**config.mk**
```make
export PLATFORM = sky130hd
export DESIGN_NAME = rlmpd_cfg_regs_flat
export DESIGN_NICKNAME = d
export VERILOG_FILES = /design/src/design/rlmpd_pkg.sv /design/src/design/rlmpd_if.sv /design/src/design/rlmpd_cfg_regs.sv /design/src/flat_wrapper.sv
export SDC_FILE = /design/constraint.sdc
export NUM_CORES = 1
export LEC_CHECK = 0
export ABC_AREA = 1
export BUFFER_PORTS_ARGS = -buffer_cell sky130_fd_sc_hd__buf_4
export CAP_MARGIN = 20
export CORE_UTILIZATION = 45
export CTS_CLUSTER_SIZE = 14
export DETAILED_ROUTE_END_ITERATION = 8
export PLACE_DENSITY = 0.7
export SYNTH_ARGS = -nofsm -noshare
export SYNTH_HDL_FRONTEND = slang
export SYNTH_SLANG_ARGS = --single-unit
export TNS_END_PERCENT = 20
```
**constraint.sdc**
```tcl
create_clock -name clk -period 0.9 [get_ports clk]
set_input_delay 0.135 -clock clk [delete_from_list [all_inputs] [get_ports clk]]
set_output_delay 0.135 -clock clk [all_outputs]
set_load 0.01 [all_outputs]
```
**src/design/rlmpd_pkg.sv**
```systemverilog
// ----------------------------------------------------------------------------
// rlmpd_pkg
// Shared widths, register codes, reset values and types of the raster
// local maximum peak detector.
// ----------------------------------------------------------------------------
`default_nettype none

package rlmpd_pkg;

  localparam int MAX_WIDTH_DEF = 4096;
  localparam int ROW_LIMIT     = 4096;

  localparam int MERIT_W    = 32;
  localparam int ANGLE_W    = 12;
  localparam int COORD_W    = 12;
  localparam int TAG_W      = 8;
  localparam int DIM_W      = 13;
  localparam int MARGIN_W   = 11;
  localparam int CFG_IDX_W  = 3;
  localparam int CFG_DATA_W = 32;

  localparam int FIFO_DEPTH = 4;
  localparam int FIFO_PTR_W = $clog2(FIFO_DEPTH);
  localparam int FIFO_CNT_W = $clog2(FIFO_DEPTH + 1);

  typedef enum logic [CFG_IDX_W-1:0] {
    REG_MAP_WIDTH       = 3'd0,
    REG_MAP_HEIGHT      = 3'd1,
    REG_BORDER_MARGIN   = 3'd2,
    REG_MERIT_THRESHOLD = 3'd3,
    REG_REFERENCE_TAG   = 3'd4
  } cfg_reg_t;

  typedef struct packed {
    logic [DIM_W-1:0]    map_width;
    logic [DIM_W-1:0]    map_height;
    logic [MARGIN_W-1:0] border_margin;
    logic [MERIT_W-1:0]  merit_threshold;
    logic [TAG_W-1:0]    reference_tag;
  } cfg_t;

  localparam cfg_t CFG_RST = '{
    map_width:       DIM_W'(4096),
    map_height:      DIM_W'(4096),
    border_margin:   MARGIN_W'(1),
    merit_threshold: MERIT_W'(16384),
    reference_tag:   TAG_W'(0)
  };

  typedef struct packed {
    logic [COORD_W-1:0] col;
    logic [COORD_W-1:0] row;
    logic [ANGLE_W-1:0] angle;
    logic [MERIT_W-1:0] merit;
    logic [TAG_W-1:0]   tag;
  } peak_t;

  // lo <= x <= centre, signed Q16.16 patterns
  function automatic logic in_band(input logic [MERIT_W-1:0] lo,
                                   input logic [MERIT_W-1:0] x,
                                   input logic [MERIT_W-1:0] hi);
    return ($signed(lo) <= $signed(x)) && ($signed(x) <= $signed(hi));
  endfunction

endpackage

`default_nettype wire

```
**src/design/rlmpd_if.sv**
```systemverilog
// ----------------------------------------------------------------------------
// rlmpd interfaces
// Valid/ready channels for pixels in, peaks out and register writes.
// ----------------------------------------------------------------------------
`default_nettype none


interface rlmpd_cfg_if;
  import rlmpd_pkg::*;
  logic                  valid;
  logic                  ready;
  logic [CFG_IDX_W-1:0]  index;
  logic [CFG_DATA_W-1:0] data;
  modport source (output valid, index, data, input ready);
  modport sink   (input valid, index, data, output ready);
endinterface

`default_nettype wire

```
**src/design/rlmpd_cfg_regs.sv**
```systemverilog
// ----------------------------------------------------------------------------
// rlmpd_cfg_regs
// Register file: decodes writes on the configuration channel.
// ----------------------------------------------------------------------------
`default_nettype none

module rlmpd_cfg_regs (
  input  logic           clk,
  input  logic           rst,
  rlmpd_cfg_if.sink      cfg,
  output rlmpd_pkg::cfg_t regs
);
  import rlmpd_pkg::*;

  assign cfg.ready = 1'b1;

  always_ff @(posedge clk) begin
    if (rst) begin
      regs <= CFG_RST;
    end else if (cfg.valid) begin
      case (cfg_reg_t'(cfg.index))
        REG_MAP_WIDTH:       regs.map_width       <= cfg.data[DIM_W-1:0];
        REG_MAP_HEIGHT:      regs.map_height      <= cfg.data[DIM_W-1:0];
        REG_BORDER_MARGIN:   regs.border_margin   <= cfg.data[MARGIN_W-1:0];
        REG_MERIT_THRESHOLD: regs.merit_threshold <= cfg.data[MERIT_W-1:0];
        REG_REFERENCE_TAG:   regs.reference_tag   <= cfg.data[TAG_W-1:0];
        default: begin
        end
      endcase
    end
  end

endmodule

`default_nettype wire

```
**src/flat_wrapper.sv**
```systemverilog
// flat-port wrapper written by rule: the top's interface ports become plain ports
module rlmpd_cfg_regs_flat import rlmpd_pkg::*;
  (clk, rst, regs, cfg_valid, cfg_index, cfg_data, cfg_ready);
  rlmpd_cfg_if cfg_i ();
  input  logic clk;
  input  logic rst;
  output rlmpd_pkg::cfg_t regs;
  input wire logic [$bits(cfg_i.valid)-1:0] cfg_valid;
  input wire logic [$bits(cfg_i.index)-1:0] cfg_index;
  input wire logic [$bits(cfg_i.data)-1:0] cfg_data;
  output wire logic [$bits(cfg_i.ready)-1:0] cfg_ready;
  assign cfg_i.valid = cfg_valid;
  assign cfg_i.index = cfg_index;
  assign cfg_i.data = cfg_data;
  assign cfg_ready = cfg_i.ready;
  rlmpd_cfg_regs u_core (.clk(clk), .rst(rst), .cfg(cfg_i), .regs(regs));
endmodule
```
==> results.cfg, run 1 <==
[setup_path]
cp_slowest_cell = dfxtp_2
path_cells = buf_6
cpPeakStageDelay_ps = 350
ff2ff_setup_slack_ps = 200
crit_buf_inv = 1
arrival_ps = 800
startpoint = u_core.regs[12]$_SDFFE_PP0P_
r2r_cells = 3
cp_max_fo = 2
critPathTopFamily = flip-flops
rr_startpoint = u_core.regs[73]$_SDFFE_PP0P_
crit_type = reg2out
r2r_end = u_core.regs[73]$_SDFFE_PP0P_
worstSetupEndpointType = output pin
startpoint_type = flip-flop
cp_data_required_time_ps = 760

[layout]
fin_cells = 684
area_growth_pct = 49.8
top_regs = u_core.regs x77
nets = 621
finish.utilization_pct = 69.8
antenna_cells = 0
multi_input_area_um2 = 1320
largest_register = u_core.regs
n_fill_cell = 584
regArea_um2 = 1640
drive_above_1_share_pct = 38.8
largest_reg_flops = 77

[sta]
clock.fmax_ghz = 1.06
final-max-slew-violation-count = 0
whs_ps = 8.72
tns_ps = -1810
rsz0062_at_grt = yes
hold_viol = 0
min_period_ps = 939
setup_viol = 77
fin_skew_ps = 0
setup_slack_ps = -39.0
period_share_pct = 104

[drt]
drt-initial-drc-count = 182
post_drt_via_cell_ratio = 4.74
drt-total-wl_um = 8770
vias = 3243
drt_first_pass_iters = 4
drc = 0
wire_per_inst_um = 12.8
ant_nets = 0

[clock_network]
cts_root_buf = clkbuf_8
cts_tree = yes
numCtsBuffers = 9
cts_buffer_depth = 2
clkSlewWorstSetupHoldPaths_ps = 80
h-tree-depth = 3
clock-sinks = 77
clock_latency_ps = 340

[synth]
syn_avg_cell_area_um2 = 6.78
yosysWarnings = 0
syn_inst = 467
synth_top_family_by_area = simple AND/OR/NAND/NOR gates
ys_ff_latch = 77
synth.largest_area_cell = dfxtp_1
synth_edf_count = 0
synth_nets = 505
synth_compound_area_share_pct = 0.158
synth_area_leaders = dfxtp_1 49%, nor2_1 18%, nand3_1 12%, nand2_1 10%, inv_1 4.3%
yosys-top-cells-count = 153 x nor2_1, 88 x nand2_1, 77 x dfxtp_1, 77 x nand3_1, 36 x inv_1
netlist-cell-type-count = 15
synth.most_common_cell = nor2_1
seq_area_frac_synth_pct = 48.7
synth-simple-area-share_pct = 41.5
synth_fa_ha_area_share_pct = 0
synthMuxAreaShare_pct = 0
syn-cell-area_um2 = 3170
synth_xor_area_share_pct = 0
synth_top_area_share_pct = 48.7
synthFlopType = dfxtp_1
postSynth.asyncResetShare_pct = 0

[global_route]
grt_first_pass_wirelength_um = 13700
grt.total_usage_pct = 24.0
grt_pass1_vias = 2898
antenna_found_initial = 0
grt_max_degree = 44
grt-ovfl-total = 0

[floorplanning]
die_w_um = 85.9
num_rows = 30
core_area_um2 = 6790
start_util_pct = 46.6
dieArea_um2 = 7380
pin_count = 116
fp.dieH_um = 85.9

[worst_hold_path]
hp-class = in2reg
min-delay-start = cfg_data[14]
hold_depth = 3
min_to = u_core.regs[22]$_SDFFE_PP1P_

[power_and_ir_drop]
power.leakage_uw = 0.00227
p_per_area_nw_per_um2 = 1490
worst_ir_drop_vdd_mv = 1.08
power.total_uw = 7080

[status]
violations = negative setup slack
status = complete, but fails checks

[place]
place_congestion = 0.757
dp_hpwl_um = 6000
dp.cells = 665
port_buffers = 114

[run]
cap_violations = 0
## tightest hold or removal path, cell delays in order
cell	delay [ps]
buf_4	80
nand2_1	40
nand3_1	70
## where the power goes
part / internal, µW / switching (µW)
registers: 3550 / 86.2
clock network: 1150 / 1230
logic: 524 / 548
total: 5220 / 1860
## per-stage QoR
stage          instance area, µm²  setup slack, ps
2_1_floorplan                3170             57.5
4_1_cts                      4690            -41.8
3_3_place_gp                 4160            -65.1
3_5_place_dp                 4160             -117
5_1_grt                      4740            -64.4
6_report                     4740            -39.0
## logic make-up (layout without fill, tap and decap cells)
group,count (synthesis),after routing
buf+inv,67,188
other cells,1,1
flops,77,77
simple gates,321,321
compound gates,1,1
## how the worst max path moves through the flow
| stage | depth (start not counted) | endpoint |
|---|---|---|
| finish | 1 | regs[12] |
| global route | 1 | regs[4] |
| CTS | 1 | regs[14] |
| detailed placement | 7 | u_core.regs[62]$_SDFFE_PP0P_ |
| global placement | 7 | u_core.regs[30]$_SDFFE_PP0P_ |
| floorplan | 5 | u_core.regs[0]$_SDFFE_PP0P_ |
## cell usage in the layout (no fill, tap or decap)
master,synthesis,layout
buf_12,0,4
buf_4,10,53
buf_6,0,76
clkbuf_1,1,2
clkbuf_8,0,11
clkinv_2,0,1
clkinvlp_4,0,2
conb_1,1,1
dfxtp_1,77,1
dfxtp_2,0,76
dlygate4sd3_1,0,1
inv_1,36,36
inv_2,2,2
nand2_1,88,88
nand2_2,1,1
nand3_1,77,77
nor2_1,153,153
nor2_2,1,1
nor2_4,1,1
o21ai_0,1,1
## per-layer routing
metal | up-vias | GRT usage [%] | wire (µm) | share of wire [%]
met1 | 1452 | 31.9 | 3730 | 42
met2 | 126 | 37.4 | 4140 | 47
met4 | 0 | 10.9 | 189 | 2.2
li1 | 1651 | - | - | -
met5 | - | 0 | 0 | 0
met3 | 14 | 5.20 | 713 | 8.1
## area by class of cell
type | instances | share of cell area (%)
Clock inverter | 3 | 0.422
Inverter | 38 | 3.01
Sequential cell | 77 | 34.5
Timing Repair Buffer | 134 | 28.3
Tap cell | 96 | 2.53
Multi-Input combinational cell | 323 | 27.9
Clock buffer | 13 | 3.35
## what timing repair did
| item | in CTS | in global routing |
|---|---|---|
| endpoints found under the hold margin | 1 | 0 |
| setup endpoints to repair | 77 | 77 |
| hold buffers | 1 | 0 |
| pin swaps | 0 | 0 |
| gates resized for setup | 132 | 20 |
| setup buffers | 1 | 1 |
Power figures use the tool's default switching activity.
==> inputs of run 2 (changes only) <==
Settings changed: CORE_MARGIN set to 3, GPL_TIMING_DRIVEN set to 0.
==> run 2 against run 1 <==
Effect of this change:
- the flow still finishes with violations (negative setup slack)
- setup slack better by 2.1 ps
- sequential cell count stayed put
- clock-buffer cell count down 1
- global-route usage fell by 0.53 points
- total power fell by 1.1%
- critical path type unchanged
- largest cell class unchanged
- highest routed layer unchanged
==> results.cfg, run 2 (synthesis results as in run 1) <==
[status]
status = complete, but fails checks
violations = negative setup slack

[setup_path]
cpPeakStageDelay_ps = 360
critPathTopFamily = flip-flops
r2r_cells = 3
cp_max_fo = 2
path_cells = buf_6
arrival_ps = 800
cp_data_required_time_ps = 760
r2r_end = u_core.regs[42]$_SDFFE_PP0P_
startpoint_type = flip-flop
ff2ff_setup_slack_ps = 190
cp_slowest_cell = dfxtp_2
rr_startpoint = u_core.regs[42]$_SDFFE_PP0P_
crit_buf_inv = 1
worstSetupEndpointType = output pin
crit_type = reg2out

[place]
place_congestion = 0.865
dp_hpwl_um = 6700
placed_cell_area_um2 = 4140
port_buffers = 114
dp.cells = 674

[floorplanning]
dieArea_um2 = 8080
core_area_um2 = 6570
start_util_pct = 48.2
pin_count = 116
die_w_um = 89.9
num_rows = 29
fp.dieH_um = 89.9

[sta]
clock.fmax_ghz = 1.07
setup_slack_ps = -36.9
setup_viol = 77
fin_skew_ps = 0
tns_ps = -1160
hold_viol = 0
maxSlewHeadroom_pct = 65.4
tightest_slew_ps = 516
period_share_pct = 104
min_period_ps = 937
rsz0062_at_grt = yes
final-max-slew-violation-count = 0

[layout]
area_growth_pct = 49.1
antenna_cells = 0
final_cell_mix = 151 x nor2_1, 88 x nand2_1, 77 x nand3_1
nets = 634
final_area_um2 = 4720
largest_register = u_core.regs
fin_cells = 692
final_common_cell = nor2_1
largest_reg_flops = 77
drive_above_1_share_pct = 39.9
top_regs = u_core.regs x77

[clock_network]
clkSlewWorstSetupHoldPaths_ps = 80
numCtsBuffers = 9
clock-sinks = 77
clock_latency_ps = 330
cts_tree = yes
h-tree-depth = 3
cts_root_buf = clkbuf_8
cts_buffer_depth = 2

[drt]
post_drt_via_cell_ratio = 4.90
wire_per_inst_um = 13.7
vias = 3392
drt-total-wl_um = 9470
drc = 0
drt_first_pass_iters = 5
ant_nets = 0
drt-initial-drc-count = 197

[worst_hold_path]
hp-class = in2reg
min-delay-start = cfg_data[0]
min_to = u_core.regs[40]$_SDFFE_PP1P_
hold_depth = 3

[power_and_ir_drop]
power.leakage_uw = 0.00230
power.total_uw = 7000
worst_ir_drop_vdd_mv = 0.832
p_per_area_nw_per_um2 = 1480

[global_route]
grt-ovfl-total = 0
grt.total_usage_pct = 23.5
grt_pass1_vias = 3182
grt_first_pass_wirelength_um = 15500
antenna_found_initial = 0
grt_max_degree = 12

[run]
cap_violations = 0
==> run 2: routing by layer <==
layer	part of all wire [%]	vias up	GRT usage, %
met1	43	1543	31.1
li1	-	1678	-
met5	0	-	0
met2	46	154	36.8
met4	2.0	0	9.57
met3	9.0	17	5.51
==> run 2: worst max-delay path by stage <==
stage                                       startpoint                      endpoint  slack (ps)  cells after the start
after floorplan                                    rst   u_core.regs[0]$_SDFFE_PP0P_          60                      5
after global placement                             rst  u_core.regs[24]$_SDFFE_PP0P_        -290                      6
after detailed placement                           rst  u_core.regs[25]$_SDFFE_PP0P_        -320                      6
after CTS                 u_core.regs[50]$_SDFFE_PP0P_                      regs[50]         -40                      1
after global routing      u_core.regs[50]$_SDFFE_PP0P_                      regs[50]         -70                      1
final                     u_core.regs[74]$_SDFFE_PP0P_                      regs[74]         -40                      1
==> run 2: metrics by stage <==
stage	hold slack [ps]	setup slack [ps]	util (%)
after floorplan	248	57.5	-
after global placement	349	-287	63.0
after detailed placement	363	-316	63.0
after CTS	0.652	-44.4	70.9
after global routing	36.2	-68.5	71.9
final	34.0	-36.9	71.9
==> run 2: where the power goes <==
part / internal [µW] / switching [µW]
combinational: 511 / 567
clock: 1110 / 1180
sequential: 3550 / 87.3
total: 5170 / 1830
==> run 2: layout make-up <==
cell class,instances,area (µm²)
clock inverters,2,10.0
repair buffers,118,1170
multi-input cells,323,1330
fillers,549,1840
well taps,93,116
plain buffers,29,165
clock buffers,12,155
inverters,38,143
flip-flops and latches,77,1640
==> run 2: what timing repair did <==
action                                  CTS  global route
gates resized for setup                 128            29
endpoints found under the setup margin   77           102
hold endpoints to repair                  0             0
buffers inserted                          4             0
hold buffers                              0             0
