===== config.mk =====
export PLATFORM = sky130hd
export DESIGN_NAME = rlmpd_peak_fifo
export DESIGN_NICKNAME = d
export VERILOG_FILES = /design/src/design/rlmpd_pkg.sv /design/src/design/rlmpd_peak_fifo.sv
export SDC_FILE = /design/constraint.sdc
export NUM_CORES = 1
export LEC_CHECK = 0
export ABC_CLOCK_PERIOD_IN_PS = 4000
export BUFFER_PORTS_ARGS = -buffer_cell sky130_fd_sc_hd__buf_4
export CAP_MARGIN = 40
export CORE_AREA = 2 2 148 150
export DETAILED_ROUTE_END_ITERATION = 16
export DIE_AREA = 0 0 150 152
export PLACE_DENSITY = 0.85
export SYNTH_ARGS = -nofsm -noshare
export SYNTH_HDL_FRONTEND = slang
export SYNTH_SLANG_ARGS = --single-unit

===== constraint.sdc =====
create_clock -name clk -period 4 [get_ports clk]
set_clock_uncertainty 0.1 [all_clocks]
set_input_delay 0.2 -clock clk [delete_from_list [all_inputs] [get_ports clk]]
set_output_delay 0.2 -clock clk [all_outputs]
set_load 0.02 [all_outputs]

===== src/design/rlmpd_pkg.sv =====
// ----------------------------------------------------------------------------
// rlmpd_pkg
// Shared widths, register codes, reset values and types of the raster
// local maximum peak detector.
// ----------------------------------------------------------------------------
`default_nettype none

package rlmpd_pkg;

  localparam int MAX_WIDTH_DEF = 4096;
  localparam int ROW_LIMIT     = 4096;

  localparam int MERIT_W    = 32;
  localparam int ANGLE_W    = 12;
  localparam int COORD_W    = 12;
  localparam int TAG_W      = 8;
  localparam int DIM_W      = 13;
  localparam int MARGIN_W   = 11;
  localparam int CFG_IDX_W  = 3;
  localparam int CFG_DATA_W = 32;

  localparam int FIFO_DEPTH = 4;
  localparam int FIFO_PTR_W = $clog2(FIFO_DEPTH);
  localparam int FIFO_CNT_W = $clog2(FIFO_DEPTH + 1);

  typedef enum logic [CFG_IDX_W-1:0] {
    REG_MAP_WIDTH       = 3'd0,
    REG_MAP_HEIGHT      = 3'd1,
    REG_BORDER_MARGIN   = 3'd2,
    REG_MERIT_THRESHOLD = 3'd3,
    REG_REFERENCE_TAG   = 3'd4
  } cfg_reg_t;

  typedef struct packed {
    logic [DIM_W-1:0]    map_width;
    logic [DIM_W-1:0]    map_height;
    logic [MARGIN_W-1:0] border_margin;
    logic [MERIT_W-1:0]  merit_threshold;
    logic [TAG_W-1:0]    reference_tag;
  } cfg_t;

  localparam cfg_t CFG_RST = '{
    map_width:       DIM_W'(4096),
    map_height:      DIM_W'(4096),
    border_margin:   MARGIN_W'(1),
    merit_threshold: MERIT_W'(16384),
    reference_tag:   TAG_W'(0)
  };

  typedef struct packed {
    logic [COORD_W-1:0] col;
    logic [COORD_W-1:0] row;
    logic [ANGLE_W-1:0] angle;
    logic [MERIT_W-1:0] merit;
    logic [TAG_W-1:0]   tag;
  } peak_t;

  // lo <= x <= centre, signed Q16.16 patterns
  function automatic logic in_band(input logic [MERIT_W-1:0] lo,
                                   input logic [MERIT_W-1:0] x,
                                   input logic [MERIT_W-1:0] hi);
    return ($signed(lo) <= $signed(x)) && ($signed(x) <= $signed(hi));
  endfunction

endpackage

`default_nettype wire


===== src/design/rlmpd_peak_fifo.sv =====
// ----------------------------------------------------------------------------
// rlmpd_peak_fifo
// Small output queue of found peaks; its head drives the peak channel.
// ----------------------------------------------------------------------------
`default_nettype none

module rlmpd_peak_fifo (
  input  logic                            clk,
  input  logic                            rst,
  input  logic                            push,
  input  rlmpd_pkg::peak_t                push_data,
  input  logic                            pop,
  output logic                            out_valid,
  output rlmpd_pkg::peak_t                out_data,
  output logic [rlmpd_pkg::FIFO_CNT_W-1:0] count
);
  import rlmpd_pkg::*;

  peak_t                 entries [FIFO_DEPTH];
  logic [FIFO_PTR_W-1:0] wr_ptr;
  logic [FIFO_PTR_W-1:0] rd_ptr;

  always_ff @(posedge clk) begin
    if (rst) begin
      wr_ptr <= '0;
      rd_ptr <= '0;
      count  <= '0;
    end else begin
      if (push) begin
        wr_ptr <= wr_ptr + FIFO_PTR_W'(1);
      end
      if (pop) begin
        rd_ptr <= rd_ptr + FIFO_PTR_W'(1);
      end
      count <= count + FIFO_CNT_W'(push) - FIFO_CNT_W'(pop);
    end
  end

  always_ff @(posedge clk) begin
    if (push) begin
      entries[wr_ptr] <= push_data;
    end
  end

  assign out_valid = (count != '0);
  assign out_data  = entries[rd_ptr];

endmodule

`default_nettype wire


==> results of run 1 <==
-- timing repair --
item	4_1_cts	5_1_grt
endpoints found under the hold margin	313	0
hold buffers	80	0
gates resized for setup	0	0
-- stage by stage --
| step | hold WS (ps) | instance area, sq um | total power, uW |
|---|---|---|---|
| after CTS | 284 | 14800 | 7740 |
| after global placement | 299 | 12900 | 4740 |
| after detailed placement | 303 | 13000 | 4790 |
| after global routing | 302 | 14800 | 7910 |
| final | 303 | 14800 | 7670 |
| after floorplan | 172 | 11400 | 4410 |
-- how the worst max path moves through the flow --
| stage | start | endpoint | slack [ps] | depth (start not counted) |
|---|---|---|---|---|
| 2_1_floorplan | wr_ptr[0] | entries[0][0] | 1140 | 3 |
| 3_3_place_gp | register | out_data[73] | 1790 | 3 |
| 3_5_place_dp | register | out_data[71] | 1750 | 3 |
| 4_1_cts | register | out_data[71] | 1120 | 3 |
| 5_1_grt | register | out_data[71] | 1030 | 3 |
| 6_report | register | out_data[71] | 1230 | 3 |
-- logic make-up after synthesis --
logic type / after synthesis / synth area share, %
flops: 313 / 81.3
mux: 77 / 15.0
buf+inv: 23 / 1.68
simple gates: 13 / 0.612
fa+ha+maj: 7 / 0.831
xor+xnor: 3 / 0.361
compound gates: 2 / 0.131
-- layer usage --
metal | vias up | global-route usage [%] | wire length, um
met5 | - | 0 | 0
met4 | 0 | 4.09 | 352
met1 | 2811 | 26.4 | 8630
li1 | 2400 | - | -
met3 | 32 | 3.54 | 1500
met2 | 220 | 33.0 | 11200
-- cells in the final DEF (no fill, tap or decap) --
master	netlist	final
edfxtp_1	304	304
mux4_2	76	76
dfxtp_4	0	2
buf_4	3	162
clkbuf_1	0	3
clkinv_1	0	6
a21bo_2	1	1
mux2i_1	1	1
dfxtp_1	9	7
dlygate4sd3_1	0	80
or3_1	1	1
bufinv_16	0	5
clkbuf_16	0	31
clkinv_2	0	8
a21oi_1	1	1
xor3_1	1	1
fa_1	1	1
clkinvlp_4	0	4
nor2b_1	2	2
buf_16	0	4
nand3b_1	1	1
buf_12	5	2
xnor2_1	2	2
and2_4	0	4
ha_1	6	6
inv_1	6	6
nor2_1	5	5
-- power breakdown --
part | leakage (uW) | switching (uW) | internal [uW]
Sequential | 0.00287 | 67.5 | 3770
Combinational | 0.00173 | 470 | 477
Clock | 0.000498 | 1150 | 1730
-- area by class of cell --
class,count,area share [%]
well taps,280,2.36
inverters,6,0.152
flip-flops and latches,313,62.8
clock inverters,23,1.64
multi-input cells,102,13.2
repair buffers,248,14.6
clock buffers,34,5.30
-- registers in the layout, indices dropped and copies added (netlist names), named ones only --
register  count
wr_ptr        2
count         3
rd_ptr        2
entries     304
==> impl_metrics.ini, run 1 <==
[synth]
ys_ff_latch = 313
synth_top_area_cell = edfxtp_1
syn_inst = 438
avgSynthCellArea_sq_um = 26.1
synth_most_common_cell = edfxtp_1
synth_area_sq_mm = 0.0114
synth-seq-area-share_pct = 81.3
async_reset_ff_share_pct = 0
synth_cell_types = 21
synth_commonest_cells = edfxtp_1 (304), mux4_2 (76), dfxtp_1 (9)
synthFlopType = edfxtp_1
syn-num-nets = 525
synth_edf_count = 304
synth_top_cell_area_share_pct = 79.8
yosysWarnings = 0
synth.area.top_cells = edfxtp_1 (80%), mux4_2 (15%), dfxtp_1 (1.6%), buf_12 (0.87%), ha_1 (0.66%)

[final_layout]
antennaDiodeCount = 0
multi_input_area_sq_mm = 0.00195
fill_cells = 1281
post-route-util_pct = 69.5
final-instance-count-excl-fill = 1006
drive_gt1_share_pct = 41.2
seq_area_sq_mm = 0.00932
nets = 789
synthToLayoutAreaGrowth_pct = 29.7

[clock_tree]
root_buffer = clkbuf_16
clock_path_buffers = 3
cts_setup_buffers = 0
insertion_delay_ps = 530
clock_sinks = 313
clk_pin_slew_ps = 60
tritoncts = built
htreeDepth = 1
numCtsBuffers = 31

[placed_design]
gp_congestion = 0.700
dp_slack_ps = 1750
place_inst = 869
port_buffers = 159
dp_hpwl_mm = 12.8

[timing]
setup_tns_ps = 0
clock.fmax_mhz = 360
hold_viol = 0
min_period_over_period_pct = 69.4
fin_crit_ps = 2770
tightest_slew_ps = 546
setup_ws_ps = 1230
rsz0062_at_grt = no
slew_viol_final = 0
max-slew-margin-rel_pct = 63.6
setup_viol = 0

[critical_path]
cp_num_buf_inv = 2
r2r_end = entries[0][13]
criticalPathCategory = register to primary output
crit_top_cell = buf_4
path_cells = buf_4 > mux4_2 > buf_4
cp-start-kind = register
path_delay_family = flip-flops
cpPeakStageDelay_ps = 680
crit_slowest_cell = dfxtp_4
endpoint_kind = primary output
reg2reg_depth = 5
r2r_start = wr_ptr[1]
cp.arrival_ps = 2470
required_ps = 3700
crit_fanout = 25
reg2reg_slack_ps = 1990

[global_route]
gr-usage-all-layers_pct = 19.3
grt_start_max_net_pins = 52
overflow = 0
grt_pass1_vias = 6003
grt_pass1_wl_mm = 33.6
antenna_found_initial = 0

[detailed_routing]
dr.first_iter.drc_count = 393
dr.pass1.iters = 4
wl_per_cell_um = 21.6
avgViaCountPerCell = 5.43
dr_total_vias = 5463
wl_mm = 21.7
drcViolationCount = 0
postRouteAntennaNets = 0

[floorplanning]
die_area_sq_mm = 0.0228
die_w_um = 150
initial_utilization_pct = 53.6
core_sq_mm = 0.0214
row_count = 54
die_h_um = 152
pin_count = 160

[min_path]
min_from = push_data[18]
holdPathStages = 2
hp-class = input port to register
min_to = entries[0][18]

[power]
power_density_mw_per_mm2 = 517
vdd_drop_max_mv = 0.558
p_leak_uw = 0.00510

[outcome]
status = complete, no violations

[job]
drv_cap = 0
(Power assumes the default switching activity.)
==> run 2: changes to the inputs <==
Settings changed: ABC_CLOCK_PERIOD_IN_PS 4000 to 2500, CORE_AREA 2 2 148 150 to 2 2 153 155, DIE_AREA 0 0 150 152 to 0 0 155 157, PLACE_DENSITY 0.85 to 0.83.
Clock period 4 ns to 2.5 ns, I/O delays scaled along.
==> run 2 against run 1 <==
Compared with the run above:
- count of clock-buffer cells in the layout rose by 5
- worst setup slack got worse by 950 ps
- cell count rose by 0.20%
- via count about the same
- clock power rose by 47%
- sequential share of layout area up 0.52 points
- die area rose by 6.7%
- final area is 0.83% lower
- first-iteration DRC count fell by 13%
- worst hold slack got worse by 81 ps
- combinational power up 61%
- sequential power rose by 59%
==> impl_metrics.ini, run 2 (same netlist as run 1, synthesis figures left out) <==
[outcome]
status = complete, no violations

[timing]
setup_tns_ps = 0
fin_crit_ps = 2230
rsz0062_at_grt = no
clock.fmax_mhz = 449
slew_viol_final = 0
setup_viol = 0
min_period_over_period_pct = 89.1
hold_viol = 0
tightest_slew_ps = 522
max-slew-margin-rel_pct = 65.2

[clock_tree]
root_buffer = clkbuf_16
insertion_delay_ps = 530
clk_pin_slew_ps = 60
cts_setup_buffers = 0
clock_path_buffers = 3
numCtsBuffers = 30
tritoncts = built
clock_sinks = 313
htreeDepth = 1

[placed_design]
post_dp_cell_area_sq_mm = 0.0130
port_buffers = 159
dp_hpwl_mm = 11.6
place_inst = 874
gp_congestion = 0.737

[final_layout]
fin_area_sq_mm = 0.0147
largest_register_ffs = 304
post-route-util_pct = 65.4
seq_area_sq_mm = 0.00932
top_regs = entries x304, count x3
multi_input_area_sq_mm = 0.00195
fill_cells = 1374
final_common_cell = edfxtp_1
layout_common_cells = edfxtp_1 (304), buf_4 (161), dlygate4sd3_1 (79)
final-instance-count-excl-fill = 1008
nets = 787
drive_gt1_share_pct = 40.1
top_register = entries
antennaDiodeCount = 0
synthToLayoutAreaGrowth_pct = 28.6

[floorplanning]
row_count = 55
die_area_sq_mm = 0.0243
initial_utilization_pct = 50.9
die_h_um = 157
core_sq_mm = 0.0225
pin_count = 160
die_w_um = 155

[min_path]
holdPathStages = 2
min_from = push_data[22]
hp-class = input port to register

[global_route]
grt_busiest_layer = met2
grt_start_max_net_pins = 77
met1_usage_pct = 22.5
grt_pass1_wl_mm = 32.4
met2_usage_pct = 30.5
gr-usage-all-layers_pct = 17.4
antenna_found_initial = 1
overflow = 0
use_met3_pct = 3.61
grt_pass1_vias = 5969

[power]
vdd_drop_max_mv = 0.693
p_clk_share_pct = 35.6
switchingPower_uw = 2620
power_density_mw_per_mm2 = 806
p_leak_uw = 0.00504
swShare_pct = 22.1
power_frac_comb_pct = 12.9
power_uw = 11900
sequentialPowerShare_pct = 51.5
internal_power_uw = 9250

[critical_path]
required_ps = 2280
endpoint_kind = primary output
r2r_start = count[0]
cp-start-kind = register
crit_fanout = 43
reg2reg_depth = 7
cp.arrival_ps = 2000
criticalPathCategory = register to primary output

[detailed_routing]
dr.first_iter.drc_count = 342
dr.pass1.iters = 5
wl_per_cell_um = 20.9
dr_total_vias = 5459
wl_mm = 21.1
drcViolationCount = 0
avgViaCountPerCell = 5.42
postRouteAntennaNets = 0

[job]
drv_cap = 0
==> run 2: cell types whose count changed in the layout (fill, tap and decap cells not counted) <==
cell / delta
buf_12: +5
buf_16: -4
buf_4: -1
bufinv_16: -3
clkbuf_1: +5
clkinv_1: +2
clkinv_2: -3
clkinvlp_4: -3
dlygate4sd3_1: -1
==> run 2: per-layer routing <==
layer,up-vias,share of wire [%]
li1,2398,-
met4,2,1.8
met5,-,0.062
met1,2812,39
met3,42,6.7
met2,205,52
==> run 2: path summary, 6_finish.rpt <==
kind	endpoint	slack [ps]
setup / recovery	out_data[41]	270
hold / removal	entries[0][22]	220
hold reg to reg	register	420
setup reg to reg	count[2]	720
==> run 2: cell type report <==
type	instances	share of cell area [%]
clock buffer	39	5.48
sequential	313	63.3
clock inverter	16	0.833
tap	285	2.42
inverter	6	0.153
multi-input combinational	102	13.3
timing repair buffer	247	14.5
==> run 2: stage by stage <==
| stage | setup slack [ps] | hold slack [ps] |
|---|---|---|
| floorplan | 474 | 96.6 |
| global placement | 771 | 223 |
| detailed placement | 756 | 228 |
| CTS | 220 | 201 |
| global route | 172 | 219 |
| finish | 273 | 223 |
==> run 2: power groups by stage <==
| stage | sequential (uW) | combinational, uW | clock, uW |
|---|---|---|---|
| after floorplan | 6210 | 847 | 0 |
| after global placement | 6200 | 1410 | 0 |
| after detailed placement | 6220 | 1440 | 0 |
| after CTS | 6110 | 1560 | 4310 |
| after global routing | 6130 | 1640 | 4500 |
| final | 6110 | 1530 | 4220 |
==> run 2: repair_timing <==
item | in CTS | in global routing
hold buffers | 79 | 0
resized for setup | 0 | 0
endpoints found under the hold margin | 313 | 0
==> run 2: critical path, cell delays in order, from the launching register on <==
cell and delay, ps:
dfxtp_4 370, buf_12 300, mux4_2 570, buf_4 170
==> run 3: changes to the inputs <==
Settings changed: GPL_TIMING_DRIVEN from default to 0.
==> run 3 against run 2 <==
Compared with the run above:
- critical path depth is 1 higher
- total power grew 3.6%
- maximum frequency shrank 6.0%
- worst hold slack got worse by 2.9 ps
- sequential cell count stayed put
- critical endpoint is now out_data[73]
- combinational power is 4% higher
==> impl_metrics.ini, run 3 (same netlist as run 1, synthesis figures left out) <==
[placed_design]
post_dp_cell_area_sq_mm = 0.0131
gp_congestion = 0.723
port_buffers = 159
dp_slack_ps = 668
dp_hpwl_mm = 12.4

[final_layout]
layout_common_cells = edfxtp_1 (304), buf_4 (162), dlygate4sd3_1 (80)
top_register = entries
synthToLayoutAreaGrowth_pct = 30.5
fin_area_sq_mm = 0.0149
fill_cells = 1394
drive_gt1_share_pct = 41.0
nets = 800
largest_register_ffs = 304
final_common_cell = edfxtp_1
top_regs = entries x304, count x3

[global_route]
grt_pass1_wl_mm = 32.8
grt_start_max_net_pins = 55
antenna_found_initial = 1
gr-usage-all-layers_pct = 17.7
overflow = 0
grt_pass1_vias = 6065

[clock_tree]
clock_sinks = 313
tritoncts = built
clk_pin_slew_ps = 60
insertion_delay_ps = 550
ctsResizeCount = 0
htreeDepth = 1
root_buffer = clkbuf_16
numCtsBuffers = 30
clock_path_buffers = 3

[critical_path]
r2r_end = count[1]
r2r_start = count[0]
required_ps = 2280
crit_fanout = 10
reg2reg_slack_ps = 610
path_cells = buf_2 > buf_2 > mux4_2 > buf_4
crit_slowest_cell = dfxtp_1
endpoint_kind = primary output
reg2reg_depth = 6
cp-start-kind = register
cp.arrival_ps = 2140
criticalPathCategory = register to primary output
cp_num_buf_inv = 3
cpPeakStageDelay_ps = 380
path_delay_family = buffers and inverters
crit_top_cell = buf_2
cp_num_cells = 4

[detailed_routing]
postRouteAntennaNets = 0
dr.first_iter.drc_count = 258
wl_per_cell_um = 21.0
wl_met2_mm = 11.5
wl_mm = 21.5
wl_met1_mm = 8.45
avgViaCountPerCell = 5.32
drcViolationCount = 0
dr.max_layer_used = met4
dr_total_vias = 5429
dr.pass1.iters = 6
wl_met3_mm = 1.21

[timing]
fin_crit_ps = 2370
timing.hold.ws_ps = 220
clock.fmax_mhz = 422
min_period_over_period_pct = 94.8
slew_viol_final = 0
max-slew-margin-rel_pct = 54.9
hold_viol = 0
setup_viol = 0
setup_ws_ps = 131
rsz0062_at_grt = no
tightest_slew_ps = 676

[job]
drv_cap = 0

[power]
vdd_drop_max_mv = 0.711
power_density_mw_per_mm2 = 823
p_leak_uw = 0.00515
power_uw = 12300

[floorplanning]
die_h_um = 157
row_count = 55
die_area_sq_mm = 0.0243
initial_utilization_pct = 50.9
die_w_um = 155
pin_count = 160
core_sq_mm = 0.0225

[min_path]
hp-class = input port to register
min_to = entries[1][6]
min_from = push_data[6]
holdPathStages = 2

[outcome]
status = complete, no violations
-- run 3: changes by cell type in the layout (fill, tap and decap cells not counted), sizes merged --
cell,before,now
inv,6,7
clkinv,13,10
bufinv,2,5
clkbuf,39,37
diode,0,1
dlygate4sd3,79,80
buf,168,180
-- run 3: timing repair --
action | in CTS | in global routing
hold buffers | 80 | 0
buffers inserted | 0 | 0
endpoints found under the hold margin | 313 | 0
setup endpoints to repair | 0 | 0
-- run 3: how the worst max path moves through the flow --
| stage | to | slack, ps |
|---|---|---|
| global placement | entries[0][35] | -160 |
| CTS | out_data[73] | 70 |
| detailed placement | out_data[73] | 670 |
| floorplan | entries[2][0] | 470 |
| finish | out_data[73] | 130 |
| global route | out_data[73] | 30 |
-- run 3: stage by stage --
stage,std cells,util (%),TNS (ps)
floorplan,438,-,0
global placement,882,57.8,-44900
detailed placement,886,58.3,0
CTS,1020,66.3,0
global route,1021,66.3,0
finish,1021,66.3,0
-- run 3: layout make-up --
cell class,count,area [sq um],share of cell area [%]
sequential,313,9310,62.3
timing repair buffer,243,2100,14.1
multi-input combinational,102,1950,13.1
clock buffer,37,798,5.35
tap,285,357,2.39
clock inverter,17,214,1.43
buffer,17,170,1.14
inverter,6,22.5,0.151
antenna,1,2.50,0.0168
-- run 3: per-layer routing --
layer	track usage (%)	up-vias
met3	3.69	31
li1	-	2420
met5	0	-
met1	21.4	2810
met2	32.8	168
met4	4.10	0
-- run 3: power by group --
part           total, uW  internal [uW]  switching (uW)
Clock               4600           2770            1820
Sequential          6100           6030            71.7
Combinational       1590            797             797
Total              12300           9600            2690
